<file path="config.mk">
export PLATFORM = sky130hd
export DESIGN_NAME = request_replay_guard_flat
export DESIGN_NICKNAME = d
export VERILOG_FILES = /design/src/rtl/core/rrg_pkg.sv /design/src/rtl/core/rrg_ifs.sv /design/src/rtl/core/request_replay_guard.sv /design/src/rtl/core/rrg_check.sv /design/src/rtl/core/rrg_hist.sv /design/src/rtl/core/rrg_ctrl.sv /design/src/flat_wrapper.sv
export SDC_FILE = /design/constraint.sdc
export NUM_CORES = 2
export LEC_CHECK = 0
export ABC_CLOCK_PERIOD_IN_PS = 9470
export BUFFER_PORTS_ARGS = -buffer_cell sky130_fd_sc_hd__buf_4
export CAP_MARGIN = 10
export CORE_UTILIZATION = 50
export DETAILED_ROUTE_END_ITERATION = 16
export HOLD_SLACK_MARGIN = 0.05
export PLACE_DENSITY = 0.74
export SYNTH_ARGS = -nofsm -noshare
export SYNTH_HDL_FRONTEND = slang
export SYNTH_SLANG_ARGS = --single-unit
</file>
<file path="constraint.sdc">
create_clock -name clk -period 9.47 [get_ports clk]
set_input_delay 0.947 -clock clk [delete_from_list [all_inputs] [get_ports clk]]
set_output_delay 0.947 -clock clk [all_outputs]
set_load 0.03 [all_outputs]
</file>
<file path="src/rtl/core/rrg_pkg.sv">
// shared types and constants for the request replay guard
`default_nettype none

package rrg_pkg;

    // digest layout
    localparam int DIGEST_WORDS = 4;
    localparam int WORD_W       = 64;

    // status codes
    localparam logic [1:0] ST_OK            = 2'd0;
    localparam logic [1:0] ST_NOT_PERMITTED = 2'd1;
    localparam logic [1:0] ST_GENERIC       = 2'd2;
    localparam logic [1:0] ST_INVALID       = 2'd3;

    // presence codes
    localparam logic [1:0] PRES_ABSENT = 2'd0;
    localparam logic [1:0] PRES_ALL    = 2'd2;

    // register indexes
    localparam int CFG_IDX_W  = 3;
    localparam int CFG_DATA_W = 8;
    localparam logic [CFG_IDX_W-1:0] CFG_KEY_READY     = 3'd0;
    localparam logic [CFG_IDX_W-1:0] CFG_SEQUENCE_MODE = 3'd1;
    localparam logic [CFG_IDX_W-1:0] CFG_ID_LEN_MIN    = 3'd2;
    localparam logic [CFG_IDX_W-1:0] CFG_ID_LEN_MAX    = 3'd3;
    localparam logic [CFG_IDX_W-1:0] CFG_CHAL_LEN_MIN  = 3'd4;
    localparam logic [CFG_IDX_W-1:0] CFG_CHAL_LEN_MAX  = 3'd5;
    localparam logic [CFG_IDX_W-1:0] CFG_SIG_LEN_REQ   = 3'd6;

    // register reset values
    localparam logic [7:0] RST_ID_LEN_MIN   = 8'd1;
    localparam logic [7:0] RST_ID_LEN_MAX   = 8'd32;
    localparam logic [7:0] RST_CHAL_LEN_MIN = 8'd16;
    localparam logic [7:0] RST_CHAL_LEN_MAX = 8'd64;
    localparam logic [7:0] RST_SIG_LEN_REQ  = 8'd64;

    typedef struct packed {
        logic       key_ready;
        logic       sequence_mode;
        logic [7:0] id_len_min;
        logic [7:0] id_len_max;
        logic [7:0] chal_len_min;
        logic [7:0] chal_len_max;
        logic [7:0] sig_len_required;
    } cfg_t;

    typedef struct packed {
        logic [1:0]                           presence;
        logic [7:0]                           id_len;
        logic [7:0]                           chal_len;
        logic [7:0]                           sig_len;
        logic                                 seq_present;
        logic [31:0]                          seq_number;
        logic                                 sig_ok;
        logic                                 hash_ok;
        logic [DIGEST_WORDS-1:0][WORD_W-1:0]  digest;
    } req_t;

    // what the front checks decide
    typedef enum logic [1:0] {
        ACT_REPLY,
        ACT_SEQ,
        ACT_NONCE
    } act_t;

    typedef struct packed {
        act_t       act;
        logic [1:0] status;
    } verdict_t;

    typedef enum logic [2:0] {
        S_IDLE,
        S_CHECK,
        S_SCAN,
        S_WRITE,
        S_DONE
    } state_t;

endpackage

`default_nettype wire

</file>
<file path="src/rtl/core/rrg_ifs.sv">
// request and response channel interfaces
`default_nettype none

interface rrg_req_if;
    logic        valid;
    logic        ready;
    logic [1:0]  presence;
    logic [7:0]  id_len;
    logic [7:0]  chal_len;
    logic [7:0]  sig_len;
    logic        seq_present;
    logic [31:0] seq_number;
    logic        sig_ok;
    logic        hash_ok;
    logic [63:0] digest_w0;
    logic [63:0] digest_w1;
    logic [63:0] digest_w2;
    logic [63:0] digest_w3;

    modport source (
        output valid, presence, id_len, chal_len, sig_len, seq_present, seq_number,
               sig_ok, hash_ok, digest_w0, digest_w1, digest_w2, digest_w3,
        input  ready
    );
    modport sink (
        input  valid, presence, id_len, chal_len, sig_len, seq_present, seq_number,
               sig_ok, hash_ok, digest_w0, digest_w1, digest_w2, digest_w3,
        output ready
    );
endinterface

interface rrg_rsp_if;
    logic       valid;
    logic       ready;
    logic [1:0] status;
    logic       book_updated;

    modport source (output valid, status, book_updated, input ready);
    modport sink (input valid, status, book_updated, output ready);
endinterface

`default_nettype wire

</file>
<file path="src/rtl/core/request_replay_guard.sv">
// top level of the request replay guard: configuration registers and sequencer
`default_nettype none

// request_replay_guard: accept/reject gate for signed requests with replay protection.
// req channel: one beat per request (presence, lengths, sequence number, signature and
//   digest flags, 256-bit challenge digest in four 64-bit words).
// rsp channel: one beat per request with status and book_updated.
// cfg port: cfg_we/cfg_index/cfg_data write one register per cycle; write only while idle.
// path from the request beat to its result beat:
//   a rejection or a sequence-mode request goes from the check straight to the result.
//   a nonce-mode request scans the history ring one 64-bit word per cycle through the
//   history memory read port, over every stored digest; when the digest is found the
//   request is rejected, when it is new its four words are written into the ring.
// the next request is taken at the same edge as the earliest result beat.
// req.ready is high only while the sequencer is idle; one request is worked at a time.
// the result sits in an output register: a stalled rsp receiver holds the sequencer at
//   its final step but a new request can still be taken once that result is registered.
// reset: registers return to their defaults, high-water mark, ring count and write slot
//   clear; the history memory itself is not cleared, only entries below the count are read.
module request_replay_guard #(
    parameter int HISTORY_DEPTH = 16
) (
    input  logic                               clk,
    input  logic                               rst_n,
    rrg_req_if.sink                            req,
    rrg_rsp_if.source                          rsp,
    input  logic                               cfg_we,
    input  logic [rrg_pkg::CFG_IDX_W-1:0]      cfg_index,
    input  logic [rrg_pkg::CFG_DATA_W-1:0]     cfg_data
);

    rrg_pkg::cfg_t cfg_reg;

    // register file, writes beyond the list are dropped
    always_ff @(posedge clk or negedge rst_n)
    begin
        if (!rst_n)
        begin
            cfg_reg.key_ready        <= 1'b0;
            cfg_reg.sequence_mode    <= 1'b0;
            cfg_reg.id_len_min       <= rrg_pkg::RST_ID_LEN_MIN;
            cfg_reg.id_len_max       <= rrg_pkg::RST_ID_LEN_MAX;
            cfg_reg.chal_len_min     <= rrg_pkg::RST_CHAL_LEN_MIN;
            cfg_reg.chal_len_max     <= rrg_pkg::RST_CHAL_LEN_MAX;
            cfg_reg.sig_len_required <= rrg_pkg::RST_SIG_LEN_REQ;
        end
        else if (cfg_we)
        begin
            unique case (cfg_index)
                rrg_pkg::CFG_KEY_READY:     cfg_reg.key_ready        <= cfg_data[0];
                rrg_pkg::CFG_SEQUENCE_MODE: cfg_reg.sequence_mode    <= cfg_data[0];
                rrg_pkg::CFG_ID_LEN_MIN:    cfg_reg.id_len_min       <= cfg_data;
                rrg_pkg::CFG_ID_LEN_MAX:    cfg_reg.id_len_max       <= cfg_data;
                rrg_pkg::CFG_CHAL_LEN_MIN:  cfg_reg.chal_len_min     <= cfg_data;
                rrg_pkg::CFG_CHAL_LEN_MAX:  cfg_reg.chal_len_max     <= cfg_data;
                rrg_pkg::CFG_SIG_LEN_REQ:   cfg_reg.sig_len_required <= cfg_data;
                default:
                begin
                    cfg_reg <= cfg_reg;
                end
            endcase
        end
    end

    // sequencer with check logic, history memory and result register
    rrg_ctrl #(.HISTORY_DEPTH(HISTORY_DEPTH)) u_ctrl (
        .clk   (clk),
        .rst_n (rst_n),
        .req   (req),
        .rsp   (rsp),
        .cfg   (cfg_reg)
    );

endmodule

`default_nettype wire

</file>
<file path="src/rtl/core/rrg_check.sv">
// front checks: presence, key, lengths, sequence, signature and hash
`default_nettype none

module rrg_check (
    input  rrg_pkg::req_t     req,
    input  rrg_pkg::cfg_t     cfg,
    input  logic [31:0]       hwm,
    output rrg_pkg::verdict_t verdict
);

    logic len_bad;

    assign len_bad = (req.presence != rrg_pkg::PRES_ALL)
                  || (req.id_len < cfg.id_len_min) || (req.id_len > cfg.id_len_max)
                  || (req.sig_len != cfg.sig_len_required)
                  || (req.chal_len < cfg.chal_len_min)
                  || (req.chal_len > cfg.chal_len_max);

    always_comb
    begin
        verdict.act    = rrg_pkg::ACT_REPLY;
        verdict.status = rrg_pkg::ST_NOT_PERMITTED;
        if (req.presence == rrg_pkg::PRES_ABSENT)
        begin
            verdict.status = rrg_pkg::ST_INVALID;
        end
        else if (!cfg.key_ready || len_bad)
        begin
            verdict.status = rrg_pkg::ST_NOT_PERMITTED;
        end
        else if (cfg.sequence_mode && (!req.seq_present || req.seq_number == 32'd0))
        begin
            verdict.status = rrg_pkg::ST_NOT_PERMITTED;
        end
        else if (!req.sig_ok)
        begin
            verdict.status = rrg_pkg::ST_NOT_PERMITTED;
        end
        else if (cfg.sequence_mode)
        begin
            // strictly higher than the high-water mark
            if (req.seq_number > hwm)
            begin
                verdict.act    = rrg_pkg::ACT_SEQ;
                verdict.status = rrg_pkg::ST_OK;
            end
        end
        else if (!req.hash_ok)
        begin
            verdict.status = rrg_pkg::ST_GENERIC;
        end
        else
        begin
            verdict.act    = rrg_pkg::ACT_NONCE;
            verdict.status = rrg_pkg::ST_OK;
        end
    end

endmodule

`default_nettype wire

</file>
<file path="src/rtl/core/rrg_hist.sv">
// digest history memory, one 64-bit word per entry, registered read
`default_nettype none

module rrg_hist #(
    parameter  int HISTORY_DEPTH = 16,
    localparam int WORDS         = rrg_pkg::DIGEST_WORDS * HISTORY_DEPTH,
    localparam int AW            = $clog2(WORDS)
) (
    input  logic                      clk,
    input  logic                      rd_en,
    input  logic [AW-1:0]             rd_addr,
    output logic [rrg_pkg::WORD_W-1:0] rd_data,
    input  logic                      wr_en,
    input  logic [AW-1:0]             wr_addr,
    input  logic [rrg_pkg::WORD_W-1:0] wr_data
);

    logic [rrg_pkg::WORD_W-1:0] mem [WORDS];

    always_ff @(posedge clk)
    begin
        if (wr_en)
        begin
            mem[wr_addr] <= wr_data;
        end
        if (rd_en)
        begin
            rd_data <= mem[rd_addr];
        end
    end

endmodule

`default_nettype wire

</file>
<file path="src/rtl/core/rrg_ctrl.sv">
// sequencer: request capture, history scan with shared word comparator, result register
`default_nettype none

module rrg_ctrl #(
    parameter int HISTORY_DEPTH = 16
) (
    input  logic          clk,
    input  logic          rst_n,
    rrg_req_if.sink       req,
    rrg_rsp_if.source     rsp,
    input  rrg_pkg::cfg_t cfg
);

    localparam int CW = $clog2(HISTORY_DEPTH + 1);
    localparam int SW = (HISTORY_DEPTH > 1) ? $clog2(HISTORY_DEPTH) : 1;
    localparam int AW = $clog2(rrg_pkg::DIGEST_WORDS * HISTORY_DEPTH);

    rrg_pkg::state_t   state_reg, state_next;
    rrg_pkg::req_t     req_reg;
    rrg_pkg::verdict_t verdict;

    logic [31:0]   hwm_reg;
    logic [CW-1:0] cnt_reg;
    logic [SW-1:0] slot_reg;
    logic [CW+1:0] iss_reg;
    logic [CW+1:0] scan_total;
    logic          cmp_vld_reg;
    logic [1:0]    cmp_word_reg;
    logic          ent_eq_reg;
    logic          hit_reg;
    logic [1:0]    wcnt_reg;
    logic [1:0]    pend_status_reg;
    logic          pend_upd_reg;
    logic          out_valid_reg;
    logic [1:0]    out_status_reg;
    logic          out_upd_reg;

    logic in_fire;
    logic scan_issue;
    logic scan_end;
    logic word_eq;
    logic ent_eq_next;
    logic out_load;
    logic write_last;

    logic                       mem_rd_en;
    logic [AW-1:0]              mem_rd_addr;
    logic [rrg_pkg::WORD_W-1:0] mem_rd_data;
    logic                       mem_wr_en;
    logic [AW-1:0]              mem_wr_addr;
    logic [rrg_pkg::WORD_W-1:0] mem_wr_data;

    rrg_check u_check (
        .req     (req_reg),
        .cfg     (cfg),
        .hwm     (hwm_reg),
        .verdict (verdict)
    );

    rrg_hist #(.HISTORY_DEPTH(HISTORY_DEPTH)) u_hist (
        .clk     (clk),
        .rd_en   (mem_rd_en),
        .rd_addr (mem_rd_addr),
        .rd_data (mem_rd_data),
        .wr_en   (mem_wr_en),
        .wr_addr (mem_wr_addr),
        .wr_data (mem_wr_data)
    );

    assign req.ready     = (state_reg == rrg_pkg::S_IDLE);
    assign in_fire       = req.valid && req.ready;
    assign rsp.valid     = out_valid_reg;
    assign rsp.status    = out_status_reg;
    assign rsp.book_updated = out_upd_reg;

    assign scan_total  = {cnt_reg, 2'b00};
    assign scan_issue  = (state_reg == rrg_pkg::S_SCAN) && (iss_reg != scan_total);
    assign scan_end    = (state_reg == rrg_pkg::S_SCAN) && (iss_reg == scan_total)
                      && !cmp_vld_reg;
    // shared comparator: one stored word against the matching request word
    assign word_eq     = (mem_rd_data == req_reg.digest[cmp_word_reg]);
    assign ent_eq_next = word_eq && ((cmp_word_reg == 2'd0) || ent_eq_reg);
    assign write_last  = (state_reg == rrg_pkg::S_WRITE) && (wcnt_reg == 2'd3);
    assign out_load    = (state_reg == rrg_pkg::S_DONE) && (!out_valid_reg || rsp.ready);

    // next state
    always_comb
    begin
        state_next = state_reg;
        unique case (state_reg)
            rrg_pkg::S_IDLE:
            begin
                if (in_fire)
                begin
                    state_next = rrg_pkg::S_CHECK;
                end
            end
            rrg_pkg::S_CHECK:
            begin
                unique case (verdict.act) inside
                    rrg_pkg::ACT_REPLY, rrg_pkg::ACT_SEQ: state_next = rrg_pkg::S_DONE;
                    rrg_pkg::ACT_NONCE:                   state_next = rrg_pkg::S_SCAN;
                    default:                              state_next = rrg_pkg::S_DONE;
                endcase
            end
            rrg_pkg::S_SCAN:
            begin
                if (scan_end)
                begin
                    state_next = hit_reg ? rrg_pkg::S_DONE : rrg_pkg::S_WRITE;
                end
            end
            rrg_pkg::S_WRITE:
            begin
                if (write_last)
                begin
                    state_next = rrg_pkg::S_DONE;
                end
            end
            rrg_pkg::S_DONE:
            begin
                if (out_load)
                begin
                    state_next = rrg_pkg::S_IDLE;
                end
            end
            default: state_next = rrg_pkg::S_IDLE;
        endcase
    end

    // memory controls
    always_comb
    begin
        mem_rd_en   = 1'b0;
        mem_wr_en   = 1'b0;
        mem_rd_addr = iss_reg[AW-1:0];
        mem_wr_addr = AW'({slot_reg, wcnt_reg});
        mem_wr_data = req_reg.digest[wcnt_reg];
        unique case (state_reg)
            rrg_pkg::S_SCAN:  mem_rd_en = scan_issue;
            rrg_pkg::S_WRITE: mem_wr_en = 1'b1;
            default:
            begin
                mem_rd_en = 1'b0;
                mem_wr_en = 1'b0;
            end
        endcase
    end

    // control state
    always_ff @(posedge clk or negedge rst_n)
    begin
        if (!rst_n)
        begin
            state_reg     <= rrg_pkg::S_IDLE;
            hwm_reg       <= '0;
            cnt_reg       <= '0;
            slot_reg      <= '0;
            iss_reg       <= '0;
            cmp_vld_reg   <= 1'b0;
            wcnt_reg      <= '0;
            out_valid_reg <= 1'b0;
        end
        else
        begin
            state_reg   <= state_next;
            cmp_vld_reg <= scan_issue;
            if (state_reg == rrg_pkg::S_CHECK)
            begin
                iss_reg  <= '0;
                wcnt_reg <= '0;
                if (verdict.act == rrg_pkg::ACT_SEQ)
                begin
                    hwm_reg <= req_reg.seq_number;
                end
            end
            if (scan_issue)
            begin
                iss_reg <= iss_reg + 1'b1;
            end
            if (state_reg == rrg_pkg::S_WRITE)
            begin
                wcnt_reg <= wcnt_reg + 1'b1;
            end
            if (write_last)
            begin
                slot_reg <= (slot_reg == SW'(HISTORY_DEPTH - 1)) ? '0 : slot_reg + 1'b1;
                if (cnt_reg != CW'(HISTORY_DEPTH))
                begin
                    cnt_reg <= cnt_reg + 1'b1;
                end
            end
            if (out_load)
            begin
                out_valid_reg <= 1'b1;
            end
            else if (rsp.ready)
            begin
                out_valid_reg <= 1'b0;
            end
        end
    end

    // payload
    always_ff @(posedge clk)
    begin
        if (in_fire)
        begin
            req_reg.presence    <= req.presence;
            req_reg.id_len      <= req.id_len;
            req_reg.chal_len    <= req.chal_len;
            req_reg.sig_len     <= req.sig_len;
            req_reg.seq_present <= req.seq_present;
            req_reg.seq_number  <= req.seq_number;
            req_reg.sig_ok      <= req.sig_ok;
            req_reg.hash_ok     <= req.hash_ok;
            req_reg.digest      <= {req.digest_w3, req.digest_w2, req.digest_w1, req.digest_w0};
        end
        if (state_reg == rrg_pkg::S_CHECK)
        begin
            hit_reg         <= 1'b0;
            pend_status_reg <= verdict.status;
            pend_upd_reg    <= (verdict.act == rrg_pkg::ACT_SEQ);
        end
        if (scan_issue)
        begin
            cmp_word_reg <= iss_reg[1:0];
        end
        if (cmp_vld_reg)
        begin
            ent_eq_reg <= ent_eq_next;
            if (cmp_word_reg == 2'd3 && ent_eq_next)
            begin
                hit_reg <= 1'b1;
            end
        end
        if (scan_end && hit_reg)
        begin
            pend_status_reg <= rrg_pkg::ST_NOT_PERMITTED;
            pend_upd_reg    <= 1'b0;
        end
        if (write_last)
        begin
            pend_status_reg <= rrg_pkg::ST_OK;
            pend_upd_reg    <= 1'b1;
        end
        if (out_load)
        begin
            out_status_reg <= pend_status_reg;
            out_upd_reg    <= pend_upd_reg;
        end
    end

`ifndef SYNTHESIS
    a_cnt_bound: assert property (@(posedge clk) disable iff (!rst_n)
        cnt_reg <= CW'(HISTORY_DEPTH))
        else $error("history count above ring size");

    a_slot_bound: assert property (@(posedge clk) disable iff (!rst_n)
        slot_reg <= SW'(HISTORY_DEPTH - 1))
        else $error("write slot outside ring");

    a_cnt_step: assert property (@(posedge clk) disable iff (!rst_n)
        write_last |=> (cnt_reg == CW'($past(cnt_reg) + 1'b1))
                    || (cnt_reg == CW'(HISTORY_DEPTH)))
        else $error("history count did not advance after a ring write");

    a_upd_ok: assert property (@(posedge clk) disable iff (!rst_n)
        out_valid_reg && out_upd_reg |-> out_status_reg == rrg_pkg::ST_OK)
        else $error("store updated on a rejected request");
`endif

endmodule

`default_nettype wire

</file>
<file path="src/flat_wrapper.sv">
// flat-port wrapper written by rule: the top's interface ports become plain ports
module request_replay_guard_flat 
#(
    parameter int HISTORY_DEPTH = 16
)
  (clk, rst_n, cfg_we, cfg_index, cfg_data, req_valid, req_presence, req_id_len, req_chal_len, req_sig_len, req_seq_present, req_seq_number, req_sig_ok, req_hash_ok, req_digest_w0, req_digest_w1, req_digest_w2, req_digest_w3, req_ready, rsp_valid, rsp_status, rsp_book_updated, rsp_ready);
  rrg_req_if req_i ();
  rrg_rsp_if rsp_i ();
  input  logic clk;
  input  logic rst_n;
  input  logic cfg_we;
  input  logic [rrg_pkg::CFG_IDX_W-1:0] cfg_index;
  input  logic [rrg_pkg::CFG_DATA_W-1:0] cfg_data;
  input wire logic [$bits(req_i.valid)-1:0] req_valid;
  input wire logic [$bits(req_i.presence)-1:0] req_presence;
  input wire logic [$bits(req_i.id_len)-1:0] req_id_len;
  input wire logic [$bits(req_i.chal_len)-1:0] req_chal_len;
  input wire logic [$bits(req_i.sig_len)-1:0] req_sig_len;
  input wire logic [$bits(req_i.seq_present)-1:0] req_seq_present;
  input wire logic [$bits(req_i.seq_number)-1:0] req_seq_number;
  input wire logic [$bits(req_i.sig_ok)-1:0] req_sig_ok;
  input wire logic [$bits(req_i.hash_ok)-1:0] req_hash_ok;
  input wire logic [$bits(req_i.digest_w0)-1:0] req_digest_w0;
  input wire logic [$bits(req_i.digest_w1)-1:0] req_digest_w1;
  input wire logic [$bits(req_i.digest_w2)-1:0] req_digest_w2;
  input wire logic [$bits(req_i.digest_w3)-1:0] req_digest_w3;
  output wire logic [$bits(req_i.ready)-1:0] req_ready;
  output wire logic [$bits(rsp_i.valid)-1:0] rsp_valid;
  output wire logic [$bits(rsp_i.status)-1:0] rsp_status;
  output wire logic [$bits(rsp_i.book_updated)-1:0] rsp_book_updated;
  input wire logic [$bits(rsp_i.ready)-1:0] rsp_ready;
  assign req_i.valid = req_valid;
  assign req_i.presence = req_presence;
  assign req_i.id_len = req_id_len;
  assign req_i.chal_len = req_chal_len;
  assign req_i.sig_len = req_sig_len;
  assign req_i.seq_present = req_seq_present;
  assign req_i.seq_number = req_seq_number;
  assign req_i.sig_ok = req_sig_ok;
  assign req_i.hash_ok = req_hash_ok;
  assign req_i.digest_w0 = req_digest_w0;
  assign req_i.digest_w1 = req_digest_w1;
  assign req_i.digest_w2 = req_digest_w2;
  assign req_i.digest_w3 = req_digest_w3;
  assign req_ready = req_i.ready;
  assign rsp_valid = rsp_i.valid;
  assign rsp_status = rsp_i.status;
  assign rsp_book_updated = rsp_i.book_updated;
  assign rsp_i.ready = rsp_ready;
  request_replay_guard #(.HISTORY_DEPTH(HISTORY_DEPTH)) u_core (.clk(clk), .rst_n(rst_n), .req(req_i), .rsp(rsp_i), .cfg_we(cfg_we), .cfg_index(cfg_index), .cfg_data(cfg_data));
endmodule
</file>
==> flow_summary.rst <==
.. list-table::
   :header-rows: 1

   * - Metric
     - Value
   * - Worst voltage drop across the vdd grid
     - ~0.17 mV
   * - Setup slack after placement
     - just under 4 ns
   * - CTS sink count
     - 4584
   * - Root Buffer Master
     - clkbuf_16
   * - Remaining antenna violation count
     - 0
   * - Total number of placement rows
     - ~220
   * - Aggregate global-route resource usage
     - around 27%
   * - Initial drt markers
     - between 10000 and 15000
   * - Final number of hold-violating endpoints
     - 0
   * - Number of buffers on the longest clock path
     - 4
   * - Metal-1 WL
     - around 170 mm
   * - Switching portion of total power
     - 22.23%
   * - GP Congestion
     - around 0.86
   * - RSZ-0062 raised after global routing
     - false
   * - Final Slew Violations
     - 5
   * - Total of flip-flops plus latches after synthesis
     - 4584
   * - Slew at the pin closest to its max-slew limit
     - approximately 1.5 ns
   * - Count of input and output buffers
     - 337
   * - Sort of element at the end of the critical path
     - flip-flop
   * - Power Total
     - approximately 44 mW
   * - Total Routed Length
     - around 500 mm
   * - Remaining routing DRC violations
     - 0
   * - First-pass GRT wire length
     - 672.6 mm
   * - Met2 WL post-DR
     - around 230 mm
   * - Static power due to leakage
     - 61.13 nW
   * - Portion of the clock cycle consumed by the worst path in the final layout
     - around 65%
   * - Clock tree from TritonCTS
     - built
   * - Sum of negative setup slack
     - 0 ns
   * - Violations in the final reports
     - capacitance limit, slew limit
   * - Largest incremental delay on the critical path
     - roughly 1.1 ns
   * - Post-CTS sizing
     - 0
   * - Filler instances
     - between 20000 and 25000
   * - Yosys warnings
     - 0
   * - Mapped Cells
     - 7139
   * - Outcome
     - complete, but fails checks
   * - Utilization of the core after routing
     - approximately 57%
   * - Sequential element share of the synthesized area
     - between 70% and 80%
   * - Rel. slew slack
     - -4.287%
   * - Distinct cells, synth
     - 67
   * - Total number of vias
     - about 86000
   * - Routed wirelength normalized by instance count
     - roughly 38 µm
   * - Placed cell areas
     - between 150000 and 200000 µm²
   * - Die Wd
     - 596.3 µm
   * - Die Area
     - 355600 µm²
   * - Synth Flop Type
     - edfxtp_1
   * - Dominant delay contributor by cell family on the critical path
     - simple AND/OR/NAND/NOR gates
   * - Comb pwr share
     - 5.4%
   * - P per Cell Area
     - 219.5 nW/µm²
   * - Final Critical Period
     - 6.139 ns
   * - Summed area of non-filler cells in the final layout
     - about 200000 µm²
   * - Buffers and inverters on the worst path
     - 2
   * - Fraction of registers with async set/reset
     - around 2.1%
   * - Highest clock frequency the design can meet
     - 162.9 MHz
   * - Area of the core region
     - roughly 350000 µm²
   * - Initial DRT Pass Iterations
     - 7
   * - Required time at the worst-slack endpoint
     - 10.41 ns
   * - Highest signal layer in the routed design
     - met5
   * - Detail-routed via count per cell
     - 6.684
   * - Final setup violation count
     - 0
   * - Effective utilization at floorplan
     - about 50%
   * - Die outline height
     - just under 600 µm
   * - Worst Setup Start Kind
     - flip-flop
   * - Fraction of layout instances using a drive strength above 1
     - 34.28%
   * - Hpwl dp
     - approximately 260 mm
   * - Cells along the critical path
     - buf_4 > buf_4 > mux4_2 > xnor2_1 > nand4_1 > nor2_1 > nand4_1 > nor4_2 > a22o_1
   * - Largest net degree at the start of global routing
     - about 140
   * - Reported net switching power
     - 9.779 mW
   * - Fin Clk Skew
     - 0.05743 ns
   * - Cts bufs inserted
     - between 400 and 500
   * - Source-to-sink clock delay at the later pin of the worst-skew pair
     - a little over 1 ns
   * - Area growth from synthesis to layout
     - 13.48%
   * - Post-Synthesis Net Count
     - between 7000 and 8000
   * - Hold Crit Class
     - input pin to flip-flop
   * - Number of antenna violations at the first check in global routing
     - 23
   * - Clock slew seen by the registers of the worst setup and hold paths
     - around 0.06 ns
   * - Sequential power share
     - between 50% and 60%
   * - Critical Setup Path Class
     - flip-flop to flip-flop
   * - Internal Power
     - between 30 and 40 mW
   * - Worst Setup Slack, final
     - between 3 and 4 ns
   * - Mapped Area
     - approximately 180000 µm²
   * - Synthesized area divided by synthesized cell count
     - 24.74 µm²
   * - Crit-path slowest cell
     - nand4_1
   * - Vias in the first global route
     - 85760
   * - Critical path fanouts, max
     - 45
   * - Met3 wire length
     - approximately 57 mm
   * - Number of nets in the finished design
     - ~8200
   * - Number of flops mapped to enable cells by yosys
     - between 4000 and 5000
   * - Worst endpoint data arrival time
     - approximately 7.1 ns
   * - H-tree depth reported by CTS
     - 5
   * - Total of max-cap violations
     - 3
   * - Total gr overflow
     - 0
   * - Max reg flops
     - between 4000 and 5000
   * - I/O pins
     - roughly 340
   * - Power share of the clock group
     - 40.1%
-- metrics by stage --
stage / hold WS [ns] / std cells
floorplan: 0.4030 / 7139
global placement: 0.4192 / 12030
detailed placement: 0.4195 / 12040
CTS: 0.07390 / 12840
global route: 0.08838 / 12850
finish: 0.1091 / 12860
-- cells in the mapped netlist (5+ instances only) --
| cell | n | area (µm²) |
|---|---|---|
| nor2b_1 | 9 | 56.30 |
| nor2_1 | 88 | 330.3 |
| mux2_2 | 63 | 709.4 |
| a21o_1 | 15 | 112.6 |
| a21oi_1 | 26 | 130.1 |
| buf_4 | 5 | 37.54 |
| edfxtp_1 | 4483 | 134600 |
| nor3_1 | 18 | 90.09 |
| buf_2 | 110 | 550.5 |
| a2111oi_0 | 5 | 43.79 |
| mux2i_1 | 39 | 390.4 |
| mux4_2 | 1452 | 32700 |
| nand2b_1 | 16 | 100.1 |
| clkbuf_1 | 210 | 788.3 |
| inv_1 | 79 | 296.5 |
| nand2_1 | 56 | 210.2 |
| xnor2_1 | 44 | 385.4 |
| a31oi_1 | 5 | 31.28 |
| o21ai_0 | 41 | 205.2 |
| nor4_1 | 15 | 93.84 |
| a211oi_1 | 7 | 52.55 |
| xor2_1 | 26 | 227.7 |
| dfstp_2 | 5 | 131.4 |
| ha_1 | 68 | 850.8 |
| buf_1 | 26 | 97.59 |
| buf_6 | 5 | 56.30 |
| dfrtp_1 | 92 | 2302 |
| nand3_1 | 18 | 90.09 |
| nand4_1 | 30 | 187.7 |
-- worst paths after layout --
path                                                         start                                  endpoint  slack, ns  cells after the start
max in group asynchronous                                    rst_n     u_core.u_ctrl.hwm_reg[29]$_DFFE_PN0P_       7.78                      3
setup reg to reg           u_core.u_ctrl.cmp_word_reg[1]$_DFFE_PP_             u_core.u_ctrl.hit_reg$_DFF_P_       3.33                      9
hold / removal                                    req_digest_w2[5]      u_core.u_ctrl.req_reg[133]$_DFFE_PP_       0.11                      1
setup / recovery           u_core.u_ctrl.cmp_word_reg[1]$_DFFE_PP_             u_core.u_ctrl.hit_reg$_DFF_P_       3.33                      9
min in group asynchronous                                    rst_n     u_core.u_ctrl.hwm_reg[21]$_DFFE_PN0P_       0.60                      2
hold reg to reg            u_core.u_ctrl.pend_upd_reg$_SDFFE_PP1P_  u_core.u_ctrl.rsp.book_updated$_DFFE_PP_       0.44                      0
-- power groups by stage --
| stage | Clock [mW] | Sequential (mW) | Combinational [mW] |
|---|---|---|---|
| 2_1_floorplan | 0 | 24.3 | 1.14 |
| 4_1_cts | 17.8 | 24.0 | 2.28 |
| 3_3_place_gp | 0 | 24.3 | 2.12 |
| 5_1_grt | 18.5 | 24.0 | 2.46 |
| 3_5_place_dp | 0 | 24.4 | 2.28 |
| 6_report | 17.7 | 24.0 | 2.38 |
-- routing by layer --
metal | global-route usage (%) | up-vias
met4 | 15.25 | 18
met3 | 5.980 | 1165
li1 | - | 32250
met5 | 0 | -
met1 | 35.13 | 45930
met2 | 43.52 | 6590
-- cells in the final DEF (no fill, tap or decap), types with 5 or more instances in the layout --
cell	netlist	final
edfxtp_1	4483	4483
mux4_2	1452	1452
buf_4	5	519
clkbuf_16	0	438
clkinv_1	0	96
dfrtp_1	92	84
clkinv_2	0	83
inv_1	79	78
clkbuf_1	210	78
ha_1	68	68
mux2_2	63	63
nand2_1	56	56
nor2_4	0	56
bufinv_16	0	54
xnor2_1	44	42
o21ai_0	41	41
mux2i_1	39	35
nor2_1	88	32
nand4_1	30	30
buf_12	0	27
xor2_1	26	26
a21oi_1	26	26
nand3_1	18	18
nand2b_1	16	16
a21o_1	15	15
clkinvlp_4	0	15
nor3_1	18	12
inv_6	0	12
nor4_1	15	12
clkinv_8	0	12
diode_2	0	10
nor2b_1	9	9
dfrtp_4	0	8
a211oi_1	7	7
nor3_2	1	6
buf_6	5	6
a31oi_1	5	5
clkinv_4	0	5
dfstp_2	5	5
-- kinds of logic (layout without fill, tap and decap cells) --
family	after synthesis	count (layout)	synth area share, %
buffers and inverters	435	1436	1.034
AND/OR/NAND/NOR	282	282	0.7977
flip-flops	4584	4584	77.65
multiplexers	1555	1555	19.15
other	0	10	0
AO/OA/AOI/OAI	145	145	0.5476
XOR/XNOR	70	70	0.3471
adder cells (fa/ha/maj)	68	68	0.4817
-- layout make-up --
type,count,area (µm²),share of cell area [%]
Tap cell,4708,5891,2.939
Timing Repair Buffer,555,4557,2.274
Clock buffer,518,11280,5.628
Sequential cell,4584,137200,68.44
Inverter,79,301.5,0.1504
Clock inverter,284,3045,1.519
Antenna cell,10,25.02,0.01249
Multi-Input combinational cell,2120,38160,19.04
-- timing repair --
item	in CTS	in global routing
endpoints found under the hold margin	50	0
endpoints found under the setup margin	0	0
hold buffers	1	0
setup buffers	0	0
Note: power is estimated with default switching activity, not from simulation.
